## config.mk

```make
export PLATFORM = sky130hd
export DESIGN_NAME = aavr_fifo
export DESIGN_NICKNAME = d
export VERILOG_FILES = /design/src/design/aavr_fifo.sv
export SDC_FILE = /design/constraint.sdc
export NUM_CORES = 1
export LEC_CHECK = 0
export BUFFER_PORTS_ARGS = -buffer_cell sky130_fd_sc_hd__buf_2
export CORE_MARGIN = 10
export CORE_UTILIZATION = 56
export CTS_BUF_LIST = sky130_fd_sc_hd__clkbuf_2 sky130_fd_sc_hd__clkbuf_4 sky130_fd_sc_hd__clkbuf_8
export CTS_CLUSTER_DIAMETER = 100
export DETAILED_ROUTE_END_ITERATION = 16
export PLACE_DENSITY_LB_ADDON = 0.1
export SLEW_MARGIN = 20
export SYNTH_ARGS = -nofsm -noshare
export SYNTH_HDL_FRONTEND = slang
export SYNTH_SLANG_ARGS = --single-unit
```

## constraint.sdc

```tcl
create_clock -name clk -period 1.8 [get_ports clk]
set_input_delay 0.36 -clock clk [delete_from_list [all_inputs] [get_ports clk]]
set_output_delay 0.36 -clock clk [all_outputs]
set_load 0.01 [all_outputs]
```

## src/design/aavr_fifo.sv

```systemverilog
`timescale 1ns / 1ps
`default_nettype none
// ----------------------------------------------------------------------------
// aavr_fifo
// Small register queue that decouples the CORDIC front from the matrix back.
// ----------------------------------------------------------------------------
module aavr_fifo #(
  parameter int W      = 8,
  parameter int PTR_W  = 2
) (
  input  wire logic         clk,
  input  wire logic         rst_n,
  input  wire logic         push,
  input  wire logic [W-1:0] din,
  input  wire logic         pop,
  output logic      [W-1:0] dout,
  output logic              full,
  output logic              empty
);

  localparam int DEPTH = 1 << PTR_W;

  logic [W-1:0]     mem_r [0:DEPTH-1];
  logic [PTR_W-1:0] wr_ptr_r, rd_ptr_r;
  logic [PTR_W:0]   count_r;

  assign full  = (count_r == (PTR_W+1)'(DEPTH));
  assign empty = (count_r == '0);
  assign dout  = mem_r[rd_ptr_r];

  // Storage write.
  always_ff @(posedge clk) begin
    if (push) begin
      mem_r[wr_ptr_r] <= din;
    end
  end

  // Pointers and fill count.
  always_ff @(posedge clk) begin
    if (!rst_n) begin
      wr_ptr_r <= '0;
      rd_ptr_r <= '0;
      count_r  <= '0;
    end else begin
      if (push) wr_ptr_r <= wr_ptr_r + 1'b1;
      if (pop)  rd_ptr_r <= rd_ptr_r + 1'b1;
      if (push && !pop) count_r <= count_r + 1'b1;
      else if (pop && !push) count_r <= count_r - 1'b1;
    end
  end

  a_no_overflow: assert property (@(posedge clk) disable iff (!rst_n) push |-> !full)
    else $error("queue written while full");
  a_no_underflow: assert property (@(posedge clk) disable iff (!rst_n) pop |-> !empty)
    else $error("queue read while empty");
  a_count_range: assert property (@(posedge clk) disable iff (!rst_n)
    count_r <= (PTR_W+1)'(DEPTH))
    else $error("queue count beyond depth");

endmodule
`default_nettype wire

```

==> reports/qor.txt <==
CP Capture Type - primary output
Die H - 73.5 um
Slew headroom - 0.716
Top Ports - 22
Worst Setup Start Kind - flip-flop
Setup CP Type - reg2out
Rows - 19
Post-DP HPWL - 1790 um
Cts bufs inserted - 5
Crit share post-route - 1.03
Syn Nets - 103
Gr usage total - 0.103
Place WS - -43.4 ps
Core area - 2760 um^2
Antenna Nets Post-Route - 0
Pin count of the biggest net entering global routing - 13
Initial antenna violation count - 0
Cells after Synth - 85
Area growth from synthesis to layout - 16.0%
Net count, final - 132
Grt total ovfl - 0
Highest clock rate - 540 MHz
Hold Crit Class - in2reg
Skew final - 8.78 ps
GR peak layer - met2
Post-route design area - 1860 um^2
Layout cell share with drive strength beyond 1 - 0.357
Antenna diodes - 0
Yosys warns - 0
Ranking of synthesized cells by area - edfxtp_1 (60%), dfxtp_1 (11%), mux4_2 (11%)
Global Route met3 Usage - 0.0579
Setup ws final - -51.4 ps
Synthesized area - 1600 um^2
RSZ-0062 raised after global routing - true
Placed Area - 1750 um^2
Leakage - 0.691 nW
H-tree level count - 2
Die footprint - 5400 um^2
Worst Tran Pin Value - 426 ps
Via total after detailed routing - 786
Met1 Resource Use GR - 0.118
Post-CTS Setup Repair Bufs - 0
Largest area contributor in the netlist - edfxtp_1
Total iterations of the first detailed-routing run - 2
Share of the synthesized area in the top cell type - 0.600
Routed wire per std cell - 17.3 um
Endpoints failing hold - 0
HP Start - din[3]
Syn_area_per_cell - 18.9 um^2
Status - finished, violations left
Peak fanout along the critical path - 8
Failing checks - negative setup slack
Drt via density - 5.38
Synthesized flop and latch total - 41
Die width - 73.5 um
# port buffers - 21
Critical path arrival - 1490 ps
CTS tree - yes
CTS sink cnt - 41
Final number of max-transition violations - 0
Starting Density - 0.581
Vias in the first global route - 824
Post-route DRC - 0
Global-route wire length before repair - 4060 um
Clk Tree Root Cell - clkbuf_4
Initial DRC count - 62
Seq/Total Area, Yosys - 0.712
Filler cell count in the final layout - 190
Data required, critical path - 1440 ps
Synth unique cells - 19
Final setup vio count - 8
RR Startpoint - count_r[0]
Clock transition at path regs - 110 ps
VDD IR max - 746 uV
RePlAce Congestion - 0.717
Crit path time final - 1850 ps
Hold buffer count at cts - 0
Clk_lat worst skew - 350 ps
Power per cell area - 990 nW/um^2
CTS max path bufs - 2
Met2 Use GR - 0.156
Total wire length - 2520 um
MaxCap Viol Count - 0
-- repair_timing --
item | in CTS | in global routing
gates resized for setup | 5 | 5
endpoints found under the setup margin | 8 | 8
endpoints found under the hold margin | 0 | 0
-- area by class of cell --
type                       instances  area (um^2)  share of cell area
sequential                        41         1140               0.614
clock inverter                     2         10.0             0.00538
inverter                           4         15.0             0.00808
timing repair buffer              24          178              0.0956
tap                               31         38.8              0.0209
clock buffer                       6         45.0              0.0242
multi-input combinational         38          430               0.231
-- placed cells by master (no fill, tap or decap), types with 2 or more instances in the layout --
cell type and instances:
xnor2_1 2, buf_2 15, clkbuf_4 6, mux4_2 8, xor2_1 3, nor2b_1 2
dfxtp_1 8, clkinv_2 2, and2_1 9, buf_6 6, edfxtp_1 32, ha_1 5
inv_1 4, buf_4 2, mux2i_1 2
-- power by group --
part	internal (mW)	switching, mW
Clock	0.164	0.281
Combinational	0.156	0.122
Sequential	1.08	0.0367
Total	1.40	0.440
-- metal layers --
layer	share of wire	vias up
met2	0.50	19
met4	0.018	0
met1	0.41	384
li1	-	378
met5	0	-
met3	0.075	5
-- state kept, by name, indices dropped and copies added, names as in the netlist, named ones only --
signal,count
rd_ptr_r,2
wr_ptr_r,2
mem_r,32
count_r,3
-- path summary, 6_finish.rpt --
path	endpoint	depth (start not counted)	slack (ps)
worst max register to register	count_r[2]	4	290
worst max-delay path	dout[3]	3	-50
worst min-delay path	mem_r[2][3]	1	220
worst min register to register	count_r[2]	2	540
-- per-stage QoR --
stage                     total power, mW  utilization  hold WS [ps]  setup TNS (ps)  cells
after floorplan                      1.29            -           459               0     85
after global placement               1.38        0.636           488               0    138
after detailed placement             1.39        0.636           514           -43.4    138
after CTS                            1.85        0.663           206            -520    146
after global routing                 1.94        0.674           192            -795    146
final                                1.84        0.674           219            -233    146
-- cells by family after synthesis --
kind of cell	synth area share
DFF	0.712
muxes	0.125
and+or+nand+nor	0.0570
AOI/OAI and AO/OA	0.00781
buffers and inverters	0.0195
adders and majority gates	0.0515
xor gates and xnor gates	0.0273
-- synthesized netlist by cell type --
cell       n
a21boi_1   1
and2_1     9
buf_6      1
clkbuf_2   1
dfxtp_1    9
edfxtp_1  32
fa_1       1
ha_1       5
inv_1      4
mux2i_1    2
mux4_2     8
nand2_1    1
nor2b_1    2
nor3_1     1
nor3b_1    1
o21ai_0    1
or3_1      1
xnor2_1    2
xor2_1     3
-- worst max-delay path: stages, from the launching register on --
cell     delay [ps]
dfxtp_2         350
buf_12          130
mux4_2          520
buf_6           140
No activity file was read; power rests on OpenSTA's default activity.
